## config.mk

```make
export PLATFORM = sky130hd
export DESIGN_NAME = wildcard_pattern_matcher_flat
export DESIGN_NICKNAME = d
export VERILOG_FILES = /design/src/wpm_pkg.sv /design/src/wpm_in_if.sv /design/src/wpm_out_if.sv /design/src/wpm_ram.sv /design/src/wildcard_pattern_matcher.sv /design/src/flat_wrapper.sv
export SDC_FILE = /design/constraint.sdc
export NUM_CORES = 1
export LEC_CHECK = 0
export BUFFER_PORTS_ARGS = -buffer_cell sky130_fd_sc_hd__buf_2
export CELL_PAD_IN_SITES_DETAIL_PLACEMENT = 0
export CELL_PAD_IN_SITES_GLOBAL_PLACEMENT = 2
export CORE_MARGIN = 2
export CORE_UTILIZATION = 46
export DETAILED_ROUTE_END_ITERATION = 12
export MAX_ROUTING_LAYER = met4
export PLACE_DENSITY = 0.85
export SLEW_MARGIN = 40
export SYNTH_ARGS = -nofsm -noshare
export SYNTH_HDL_FRONTEND = slang
export SYNTH_SLANG_ARGS = --single-unit
```

## constraint.sdc

```tcl
create_clock -name clk -period 5.8 [get_ports clk]
set_clock_uncertainty 0.2 [all_clocks]
set_input_delay 1.74 -clock clk [delete_from_list [all_inputs] [get_ports clk]]
set_output_delay 1.74 -clock clk [all_outputs]
set_load 0.05 [all_outputs]
```

## src/wpm_pkg.sv

```systemverilog
// ----------------------------------------------------------------------------
// wpm_pkg
// Shared types and constants for the wildcard pattern matcher: request
// opcodes, sequencer states and the wildcard byte codes.
// ----------------------------------------------------------------------------
package wpm_pkg;

    // Request opcodes.
    typedef enum logic [1:0] {
        OP_CLEAR  = 2'd0,
        OP_APPEND = 2'd1,
        OP_TEXT   = 2'd2,
        OP_REPORT = 2'd3
    } op_t;

    // Sequencer states.
    typedef enum logic {
        ST_IDLE = 1'b0,
        ST_WALK = 1'b1
    } state_t;

    // Wildcard bytes of the pattern.
    localparam logic [7:0] STAR_BYTE = 8'h2A;
    localparam logic [7:0] ANY_BYTE  = 8'h3F;

    // One pattern RAM word holds a pattern byte and the match bit of the
    // prefix that ends with that byte.
    localparam int CH_W   = 8;
    localparam int WORD_W = CH_W + 1;

endpackage

```

## src/wpm_in_if.sv

```systemverilog
// ----------------------------------------------------------------------------
// wpm_in_if
// Request channel of the wildcard pattern matcher: opcode and byte.
// ----------------------------------------------------------------------------
interface wpm_in_if;
    logic       valid;
    logic       ready;
    logic [1:0] op;
    logic [7:0] ch;

    modport source (output valid, output op, output ch, input ready);
    modport sink   (input valid, input op, input ch, output ready);
endinterface

```

## src/wpm_out_if.sv

```systemverilog
// ----------------------------------------------------------------------------
// wpm_out_if
// Response channel of the wildcard pattern matcher: match and overflow flags.
// ----------------------------------------------------------------------------
interface wpm_out_if;
    logic valid;
    logic ready;
    logic matched;
    logic pattern_overflowed;

    modport source (output valid, output matched, output pattern_overflowed, input ready);
    modport sink   (input valid, input matched, input pattern_overflowed, output ready);
endinterface

```

## src/wpm_ram.sv

```systemverilog
// ----------------------------------------------------------------------------
// wpm_ram
// Generic simple dual-port RAM: one write port, one read port with the read
// data registered.
// ----------------------------------------------------------------------------
module wpm_ram #(
    parameter int WIDTH = 8,
    parameter int DEPTH = 64
) (
    input  logic                                     clk,
    input  logic                                     we,
    input  logic [((DEPTH > 1) ? $clog2(DEPTH) : 1)-1:0] waddr,
    input  logic [WIDTH-1:0]                         wdata,
    input  logic                                     re,
    input  logic [((DEPTH > 1) ? $clog2(DEPTH) : 1)-1:0] raddr,
    output logic [WIDTH-1:0]                         rdata
);

    logic [WIDTH-1:0] mem [DEPTH];

    // Write port and registered read port.
    always_ff @(posedge clk)
    begin
        if (we)
        begin
            mem[waddr] <= wdata;
        end
        if (re)
        begin
            rdata <= mem[raddr];
        end
    end

endmodule

```

## src/wildcard_pattern_matcher.sv

```systemverilog
// ----------------------------------------------------------------------------
// wildcard_pattern_matcher
// Whole-string wildcard match of a stored byte pattern against a text fed
// one byte at a time.
// ----------------------------------------------------------------------------
// A text byte walks the pattern RAM one position per cycle through its
// single read port, and each position's new match bit is written back the
// cycle after its read, so the walk is a read-modify-write pipeline over the
// RAM. An empty pattern makes a text byte skip the walk. No clearing pass
// follows reset. The pattern and the per-prefix match bits share one RAM
// word per pattern position; after any text restart the stored match bits
// are ignored and the row is taken from the count of leading stars until
// the next text byte rewrites it. A report request needs the response
// register free and answers on the next cycle. While a response waits for
// the receiver, no request of any kind is taken, so every request stalls
// for as long as the receiver holds off.
// ----------------------------------------------------------------------------
module wildcard_pattern_matcher
    import wpm_pkg::*;
#(
    parameter int MAX_PATTERN = 64
) (
    input  logic      clk,
    input  logic      rst_n,
    wpm_in_if.sink    cmd,
    wpm_out_if.source rsp
);

    localparam int LW = $clog2(MAX_PATTERN + 1);
    localparam int IW = (MAX_PATTERN > 1) ? $clog2(MAX_PATTERN) : 1;

    // Control state.
    state_t        state_reg, state_next;
    logic [LW-1:0] len_reg, len_next;
    logic [LW-1:0] lead_reg, lead_next;
    logic          ovf_reg, ovf_next;
    logic          fresh_reg, fresh_next;
    logic          final_reg, final_next;
    logic          new_prev_reg, new_prev_next;
    logic          old_prev_reg, old_prev_next;
    logic          rsp_valid_reg, rsp_valid_next;

    // Payload state.
    logic [IW-1:0]   idx_reg, idx_next;
    logic [CH_W-1:0] ch_reg, ch_next;
    logic            matched_reg, matched_next;
    logic            rsp_ovf_reg, rsp_ovf_next;

    // Pattern RAM port signals.
    logic              ram_we;
    logic [IW-1:0]     ram_waddr;
    logic [WORD_W-1:0] ram_wdata;
    logic              ram_re;
    logic [IW-1:0]     ram_raddr;
    logic [WORD_W-1:0] ram_rdata;

    // Walk datapath.
    logic            cmd_ready;
    logic            accept;
    logic [LW-1:0]   idx_ext;
    logic [CH_W-1:0] pat_byte;
    logic            old_here;
    logic            bit_next;
    logic            walk_last;

    wpm_ram #(
        .WIDTH(WORD_W),
        .DEPTH(MAX_PATTERN)
    ) u_pattern_ram (
        .clk  (clk),
        .we   (ram_we),
        .waddr(ram_waddr),
        .wdata(ram_wdata),
        .re   (ram_re),
        .raddr(ram_raddr),
        .rdata(ram_rdata)
    );

    // Handshake.
    assign cmd_ready   = (state_reg == ST_IDLE) && (!rsp_valid_reg || rsp.ready);
    assign accept      = cmd.valid && cmd_ready;
    assign cmd.ready   = cmd_ready;
    assign rsp.valid   = rsp_valid_reg;
    assign rsp.matched = matched_reg;
    assign rsp.pattern_overflowed = rsp_ovf_reg;

    // Match bit update for the position whose RAM word arrives this cycle.
    // Right after a restart the old bit of prefix k is set only when the
    // first k pattern bytes are all stars.
    always_comb
    begin
        idx_ext   = LW'(idx_reg);
        pat_byte  = ram_rdata[WORD_W-1:1];
        old_here  = fresh_reg ? (idx_ext < lead_reg) : ram_rdata[0];
        walk_last = ((idx_ext + LW'(1)) == len_reg);
        if (pat_byte == STAR_BYTE)
        begin
            bit_next = new_prev_reg || old_here;
        end
        else if ((pat_byte == ANY_BYTE) || (pat_byte == ch_reg))
        begin
            bit_next = old_prev_reg;
        end
        else
        begin
            bit_next = 1'b0;
        end
    end

    // Next state, RAM control and response.
    always_comb
    begin
        state_next     = state_reg;
        len_next       = len_reg;
        lead_next      = lead_reg;
        ovf_next       = ovf_reg;
        fresh_next     = fresh_reg;
        final_next     = final_reg;
        new_prev_next  = new_prev_reg;
        old_prev_next  = old_prev_reg;
        rsp_valid_next = rsp_valid_reg;
        idx_next       = idx_reg;
        ch_next        = ch_reg;
        matched_next   = matched_reg;
        rsp_ovf_next   = rsp_ovf_reg;
        ram_we         = 1'b0;
        ram_waddr      = idx_reg;
        ram_wdata      = {pat_byte, bit_next};
        ram_re         = 1'b0;
        ram_raddr      = '0;

        if (rsp_valid_reg && rsp.ready)
        begin
            rsp_valid_next = 1'b0;
        end

        case (state_reg)
            ST_IDLE:
            begin
                if (accept)
                begin
                    case (op_t'(cmd.op))
                        OP_CLEAR:
                        begin
                            len_next   = '0;
                            lead_next  = '0;
                            ovf_next   = 1'b0;
                            fresh_next = 1'b1;
                        end
                        OP_APPEND:
                        begin
                            if (len_reg < LW'(MAX_PATTERN))
                            begin
                                ram_we    = 1'b1;
                                ram_waddr = len_reg[IW-1:0];
                                ram_wdata = {cmd.ch, 1'b0};
                                len_next  = len_reg + LW'(1);
                                if ((cmd.ch == STAR_BYTE) && (lead_reg == len_reg))
                                begin
                                    lead_next = lead_reg + LW'(1);
                                end
                            end
                            else
                            begin
                                ovf_next = 1'b1;
                            end
                            fresh_next = 1'b1;
                        end
                        OP_TEXT:
                        begin
                            if (len_reg == '0)
                            begin
                                // Empty pattern: only the empty prefix exists, now unmatched.
                                fresh_next = 1'b0;
                                final_next = 1'b0;
                            end
                            else
                            begin
                                ram_re        = 1'b1;
                                ram_raddr     = '0;
                                idx_next      = '0;
                                ch_next       = cmd.ch;
                                new_prev_next = 1'b0;
                                old_prev_next = fresh_reg;
                                state_next    = ST_WALK;
                            end
                        end
                        OP_REPORT:
                        begin
                            rsp_valid_next = 1'b1;
                            matched_next   = fresh_reg ? (lead_reg == len_reg) : final_reg;
                            rsp_ovf_next   = ovf_reg;
                            fresh_next     = 1'b1;
                        end
                        default:
                        begin
                            fresh_next = fresh_reg;
                        end
                    endcase
                end
            end
            ST_WALK:
            begin
                // Write back this position while the next one is read; the
                // two addresses always differ, so no forwarding is needed.
                ram_we        = 1'b1;
                new_prev_next = bit_next;
                old_prev_next = old_here;
                if (walk_last)
                begin
                    final_next = bit_next;
                    fresh_next = 1'b0;
                    state_next = ST_IDLE;
                end
                else
                begin
                    ram_re    = 1'b1;
                    ram_raddr = IW'(idx_ext + LW'(1));
                    idx_next  = IW'(idx_ext + LW'(1));
                end
            end
            default:
            begin
                state_next = ST_IDLE;
            end
        endcase
    end

    // Control registers.
    always_ff @(posedge clk or negedge rst_n)
    begin
        if (!rst_n)
        begin
            state_reg     <= ST_IDLE;
            len_reg       <= '0;
            lead_reg      <= '0;
            ovf_reg       <= 1'b0;
            fresh_reg     <= 1'b1;
            final_reg     <= 1'b0;
            new_prev_reg  <= 1'b0;
            old_prev_reg  <= 1'b0;
            rsp_valid_reg <= 1'b0;
        end
        else
        begin
            state_reg     <= state_next;
            len_reg       <= len_next;
            lead_reg      <= lead_next;
            ovf_reg       <= ovf_next;
            fresh_reg     <= fresh_next;
            final_reg     <= final_next;
            new_prev_reg  <= new_prev_next;
            old_prev_reg  <= old_prev_next;
            rsp_valid_reg <= rsp_valid_next;
        end
    end

    // Payload registers.
    always_ff @(posedge clk)
    begin
        idx_reg     <= idx_next;
        ch_reg      <= ch_next;
        matched_reg <= matched_next;
        rsp_ovf_reg <= rsp_ovf_next;
    end

`ifndef SYNTH
    // A walk only runs over a non-empty pattern.
    assert property (@(posedge clk) disable iff (!rst_n)
        (state_reg == ST_WALK) |-> (len_reg != '0))
        else $error("walk over an empty pattern");

    // The walk index stays inside the stored pattern.
    assert property (@(posedge clk) disable iff (!rst_n)
        (state_reg == ST_WALK) |-> (LW'(idx_reg) < len_reg))
        else $error("walk index beyond pattern length");

    // The leading star count never exceeds the pattern length, nor the length MAX_PATTERN.
    assert property (@(posedge clk) disable iff (!rst_n)
        (lead_reg <= len_reg) && (len_reg <= LW'(MAX_PATTERN)))
        else $error("pattern length bookkeeping broken");

    // An accepted report request shows a response on the next cycle.
    assert property (@(posedge clk) disable iff (!rst_n)
        (accept && (op_t'(cmd.op) == OP_REPORT)) |=> rsp_valid_reg)
        else $error("report request without response");

    // No request is taken while a walk is in progress.
    assert property (@(posedge clk) disable iff (!rst_n)
        (state_reg == ST_WALK) |-> !cmd_ready)
        else $error("request taken during walk");
`endif

endmodule
```

## src/flat_wrapper.sv

```systemverilog
// flat-port wrapper written by rule: the top's interface ports become plain ports
module wildcard_pattern_matcher_flat import wpm_pkg::*;
#(
    parameter int MAX_PATTERN = 64
)
  (clk, rst_n, cmd_valid, cmd_op, cmd_ch, cmd_ready, rsp_valid, rsp_matched, rsp_pattern_overflowed, rsp_ready);
  wpm_in_if cmd_i ();
  wpm_out_if rsp_i ();
  input  logic clk;
  input  logic rst_n;
  input wire logic [$bits(cmd_i.valid)-1:0] cmd_valid;
  input wire logic [$bits(cmd_i.op)-1:0] cmd_op;
  input wire logic [$bits(cmd_i.ch)-1:0] cmd_ch;
  output wire logic [$bits(cmd_i.ready)-1:0] cmd_ready;
  output wire logic [$bits(rsp_i.valid)-1:0] rsp_valid;
  output wire logic [$bits(rsp_i.matched)-1:0] rsp_matched;
  output wire logic [$bits(rsp_i.pattern_overflowed)-1:0] rsp_pattern_overflowed;
  input wire logic [$bits(rsp_i.ready)-1:0] rsp_ready;
  assign cmd_i.valid = cmd_valid;
  assign cmd_i.op = cmd_op;
  assign cmd_i.ch = cmd_ch;
  assign cmd_ready = cmd_i.ready;
  assign rsp_valid = rsp_i.valid;
  assign rsp_matched = rsp_i.matched;
  assign rsp_pattern_overflowed = rsp_i.pattern_overflowed;
  assign rsp_i.ready = rsp_ready;
  wildcard_pattern_matcher #(.MAX_PATTERN(MAX_PATTERN)) u_core (.clk(clk), .rst_n(rst_n), .cmd(cmd_i), .rsp(rsp_i));
endmodule
```

==> results.json, run 1 <==
{
  "rsz0062_at_grt": "false",
  "die_area_um2": 58100,
  "maxSlewHeadroom_pct": 42.4,
  "vdd_drop_max_mv": 0.370,
  "slew_violations": 0,
  "finalSetupViolCount": 0,
  "cp.arrival_ns": 5.11,
  "drt-pass1-iter-count": 6,
  "area_growth_syn_to_layout_pct": 13.6,
  "grt_pass1_vias": 16600,
  "crit_path_end_kind": "flop",
  "finalCritPeriodShare_pct": 86.6,
  "vias": 17300,
  "cp_data_required_time_ns": 5.89,
  "gr-total-overflow": 0,
  "maxCapViolCount": 0,
  "ys_ff_latch": 622,
  "synth_edf_count": 601,
  "clock.fmax_ghz": 0.199,
  "initial_core_util_pct": 46.8,
  "p_per_area_nw_per_um2": 618,
  "yosys.area.top_type": "edfxtp_1",
  "rows": 86,
  "clkTransAtPathRegs_ns": 0.06,
  "cts_sinks": 622,
  "clk_latency_ns": 0.60,
  "cts_buffer_depth": 3,
  "criticalPathCategory": "reg -> reg",
  "worst_r2r_startpoint": "u_core.idx_reg[0]",
  "io_buffers": 17,
  "ant_nets": 0,
  "cts_made_buffers": 67,
  "outcome": "finished clean",
  "grtUsageTotal_pct": 29.1,
  "drt-vias-per-instance": 6.23,
  "fill_cells": 4592,
  "syn_area_per_cell_um2": 13.4,
  "cts_hold_buf": 0,
  "hold_viol": 0,
  "place_hpwl_mm": 51.3,
  "min_delay_path_depth": 0,
  "r2r_slack_ns": 0.78,
  "r2r_end": "u_core.u_pattern_ram.rdata[3]",
  "r2r_cells": 10,
  "power_leakage_uw": 0.00989,
  "root_buffer": "clkbuf_16",
  "setup_tns_ns": 0,
  "synth.yosys.seq_area_share_pct": 71.8,
  "wl_mm": 81.0,
  "synth_ff_type": "edfxtp_1",
  "cts_resized": 0,
  "grt_first_pass_wirelength_mm": 116,
  "wl_per_cell_um": 29.1,
  "final_util_pct": 53.1,
  "synthesis.instances": 1924,
  "largest_reg_flops": 576,
  "cp-start-kind": "flop",
  "cts_tree": "built",
  "drtIter0Drc": 2210,
  "grt_max_degree": 65,
  "ioPinCount": 18,
  "async_flop_share_pct": 3.38,
  "period_needed_ns": 5.02,
  "routabilityCongestion": 0.981,
  "yosysWarnings": 0,
  "htreeDepth": 3,
  "cts_setup_buffers": 0,
  "drc": 0,
  "hold_path_class": "reg -> reg",
  "syn_area_um2": 25900,
  "nNetsFinal": 2016,
  "tightest_slew_ns": 0.862,
  "setup_slack_ns": 0.780,
  "fp.coreArea_um2": 55300,
  "hold_path_end": "u_core.rsp.pattern_overflowed",
  "antenna_found_initial": 2,
  "final-seq-area_um2": 18600,
  "synth.area.top_cells": "edfxtp_1, nand2_1, dfrtp_1",
  "netlist.area_leader.share_pct": 69.8,
  "die_h_um": 241,
  "crit_path_max_fanout": 14,
  "syn-num-nets": 1947,
  "hp-start": "u_core.ovf_reg",
  "drive_gt1_share_pct": 13.0,
  "multi_input_area_um2": 6810,
  "post-place-ws_ns": 0.434,
  "die_w_um": 241,
  "synth_cell_type_count": 82
}
layout make-up:
type | instances | area share [%]
flip-flops and latches | 622 | 63.2
multi-input cells | 1169 | 23.2
clock buffers | 78 | 5.92
well taps | 748 | 3.19
repair buffers | 114 | 3.16
clock inverters | 33 | 1.04
inverters | 19 | 0.260
diodes | 1 | 0.00852
routing by layer:
layer  track usage (%)  up-vias  share of wire [%]
li1                  -     7442                  -
met1              40.0     8698                 41
met2              42.8     1013                 45
met3              5.83      188                 10
met4              11.8        0                4.2
met5                 -        -                  0
where the power goes:
part           total, µW  switching, µW  internal [µW]
sequential          6130            257           5880
clock               4080           1720           2360
combinational       7950           5830           2120
worst max path at each step:
stage,cells past startpoint,to,from
global placement,9,u_core.u_pattern_ram.mem[24][5],cmd_valid
global route,10,u_core.u_pattern_ram.rdata[3],u_core.idx_reg[0]
detailed placement,8,u_core.u_pattern_ram.mem[11][1],cmd_valid
CTS,10,u_core.u_pattern_ram.rdata[3],u_core.idx_reg[0]
floorplan,6,u_core.u_pattern_ram.mem[0][0],rsp_ready
finish,10,u_core.u_pattern_ram.rdata[3],u_core.idx_reg[0]
layout by cell type, fill, tap and decap left out, types with 38 or more instances in the layout:
cell       Yosys  final
a31oi_1       63     59
clkbuf_16      0     68
nand2_1      376    367
a21oi_1       89     89
mux2i_1       38     38
nand3_1       79     79
o21ai_0       63     62
nor2_1       116    108
edfxtp_1     601    601
buf_4          7     87
per-stage QoR:
| step | std cells | total power, µW | area [µm²] | hold slack (ns) |
|---|---|---|---|---|
| 6_report | 2784 | 18200 | 29400 | 0.269 |
| 3_5_place_dp | 2672 | 13900 | 27300 | 0.257 |
| 2_1_floorplan | 1924 | 10300 | 25900 | 0.226 |
| 3_3_place_gp | 2671 | 13900 | 27300 | 0.251 |
| 5_1_grt | 2784 | 18700 | 29400 | 0.272 |
| 4_1_cts | 2783 | 18000 | 29300 | 0.270 |
synth_stat cells, types with 4 or more instances:
library cell / n
edfxtp_1: 601
nand2_1: 376
nor2_1: 116
a21oi_1: 89
nand3_1: 79
a31oi_1: 63
o21ai_0: 63
buf_2: 53
clkbuf_1: 43
mux2i_1: 38
nor3_1: 34
o22ai_1: 31
o221ai_1: 27
xnor2_1: 22
and3_1: 20
dfrtp_1: 20
inv_1: 17
nand4_1: 16
mux4_2: 13
o211ai_1: 13
buf_1: 10
a22oi_1: 9
ha_1: 9
nand2b_1: 9
xor2_1: 9
o31ai_1: 8
a21o_1: 7
a221oi_1: 7
and2_1: 7
buf_4: 7
o21a_1: 6
or3_1: 6
a311oi_1: 5
nand3b_1: 5
nor4_1: 5
a211oi_1: 4
a22o_1: 4
a41oi_1: 4
o32ai_1: 4
cell families after synthesis:
logic type | synth area share, %
flops | 71.8
xor+xnor | 1.29
simple gates | 11.8
compound gates | 9.73
fa+ha+maj | 0.435
mux | 2.65
buf+inv | 2.32
worst max-delay path, cell delays in order (launching register included):
cell       delay, ns
edfxtp_1        0.76
ha_1            0.45
nand3_1         0.22
o22ai_1         0.70
nand3_2         0.21
nand2_1         0.60
buf_4           0.31
a21oi_1         0.11
a21oi_1         0.29
a2bb2oi_1       0.15
o32ai_1         0.69
Note: power is estimated with default switching activity, not from simulation.
==> inputs of run 2 (changes only) <==
- REMOVE_ABC_BUFFERS: unset -> 1
- TNS_END_PERCENT: unset -> 30
==> run 2 against run 1 <==
Compared with the run above: cell area up 0.84%; maximum frequency up 2.2%; largest power group unchanged; clock power fell by 2%; largest cell class unchanged.
==> results.json, run 2 (synthesis results as in run 1) <==
{
  "crit_path_max_fanout": 19,
  "clk_latency_ns": 0.61,
  "final_util_pct": 53.6,
  "grtUsageTotal_pct": 29.5,
  "crit_family": "compound AO/OA/AOI/OAI gates",
  "die_w_um": 241,
  "drc": 0,
  "initial_core_util_pct": 46.8,
  "cts_tree": "built",
  "grt_pass1_vias": 16900,
  "rsz0062_at_grt": "false",
  "min_delay_path_depth": 0,
  "cp_data_required_time_ns": 5.91,
  "path_buf_inv": 2,
  "clkTransAtPathRegs_ns": 0.06,
  "cts_buffer_depth": 3,
  "criticalPathCategory": "reg -> reg",
  "cp.arrival_ns": 5.03,
  "worst_r2r_startpoint": "u_core.idx_reg[1]",
  "tightest_slew_ns": 0.882,
  "ioPinCount": 18,
  "rows": 86,
  "clock.fmax_ghz": 0.204,
  "die_h_um": 241,
  "finalSetupViolCount": 0,
  "antenna_found_initial": 1,
  "finalCritPeriodShare_pct": 84.7,
  "vias": 17600,
  "cts_setup_buffers": 0,
  "startpoint": "u_core.idx_reg[1]",
  "vdd_drop_max_mv": 0.351,
  "grt_first_pass_wirelength_mm": 118,
  "hold_viol": 0,
  "r2r_cells": 12,
  "outcome": "finished clean",
  "dp.cells": 2718,
  "period_needed_ns": 4.91,
  "routabilityCongestion": 0.927,
  "die_area_um2": 58100,
  "crit_path_end_kind": "flop",
  "wl_per_cell_um": 28.9,
  "final_common_cell": "edfxtp_1",
  "r2r_slack_ns": 0.89,
  "p_per_area_nw_per_um2": 613,
  "root_buffer": "clkbuf_16",
  "grt_max_degree": 65,
  "fp.coreArea_um2": 55300,
  "wl_mm": 81.9,
  "crit_chain": "ha_1 > nand3_1 > nand3b_1 > nand4b_2 > o31ai_4 > buf_4 > buf_4 > a21oi_1 > o311a_1 > a22o_1 > a2111oi_2 > a21oi_1",
  "ant_nets": 0,
  "largest_reg_flops": 576,
  "power_leakage_uw": 0.0101,
  "cp-start-kind": "flop",
  "maxCapViolCount": 0,
  "drtIter0Drc": 2424,
  "cpPeakStageDelay_ns": 0.66,
  "htreeDepth": 3,
  "maxSlewHeadroom_pct": 41.2,
  "cts_resized": 0,
  "drt-pass1-iter-count": 8,
  "r2r_end": "u_core.u_pattern_ram.rdata[2]",
  "slew_violations": 0,
  "cts_made_buffers": 66,
  "drt-vias-per-instance": 6.20,
  "mostFrequentLayoutCells": "edfxtp_1, nand2_1, buf_4, nor2_1, a21oi_1",
  "cts_sinks": 622,
  "hold_path_end": "u_core.rsp.pattern_overflowed",
  "io_buffers": 17,
  "area_growth_syn_to_layout_pct": 14.5,
  "hold_path_class": "reg -> reg",
  "cts_hold_buf": 0,
  "drive_gt1_share_pct": 14.5,
  "place_hpwl_mm": 52.1,
  "fin_cells": 2836,
  "cp_slowest_cell": "edfxtp_1",
  "nNetsFinal": 2062,
  "hp-start": "u_core.ovf_reg",
  "gr-total-overflow": 0
}
==> run 2: changes by cell type in the layout (fill, tap and decap cells not counted), sizes merged <==
cell	delta
inv	+2
clkinvlp	+3
bufinv	-2
buf	+47
clkinv	+2
==> run 2: how the worst max path moves through the flow <==
stage               depth (start not counted)                              to  slack [ns]
floorplan                                  10   u_core.u_pattern_ram.rdata[2]       -4.32
global placement                            9  u_core.u_pattern_ram.mem[3][0]        0.85
detailed placement                          9  u_core.u_pattern_ram.mem[3][0]        0.79
CTS                                        12   u_core.u_pattern_ram.rdata[2]        1.06
global route                               12   u_core.u_pattern_ram.rdata[2]        0.84
finish                                     12   u_core.u_pattern_ram.rdata[2]        0.89
==> run 2: through the flow <==
step                instance area, µm²  setup slack, ns  TNS (ns)  hold WS [ns]  power (µW)
finish                           29600            0.889         0         0.263       18100
global route                     29600            0.842         0         0.275       18700
CTS                              29600             1.06         0         0.261       17900
detailed placement               27600            0.794         0         0.241       14000
global placement                 27600            0.846         0         0.240       13900
floorplan                        25300            -4.32   -296.63         0.226       10200
==> run 2: where the power goes <==
part / internal (µW) / switching, µW
clock network: 2250 / 1730
logic: 2160 / 5870
registers: 5880 / 253
==> run 2: area by class of cell <==
type                    count  area [µm²]
clock inverters            38         278
diodes                      1        2.50
inverters                  19        76.3
clock buffers              78        1720
fillers                  4658       25700
repair buffers            161        1230
well taps                 748         936
multi-input cells        1169        6800
flip-flops and latches    622       18600
==> run 2: per-layer routing <==
metal | vias to the layer above | GRT usage [%] | part of all wire, % | wire length (µm)
met5 | - | - | 0 | 0
li1 | 7528 | - | - | -
met2 | 1137 | 44.0 | 45 | 36900
met1 | 8683 | 39.2 | 39 | 31800
met3 | 235 | 6.16 | 11 | 9190
met4 | 0 | 13.3 | 4.9 | 4030
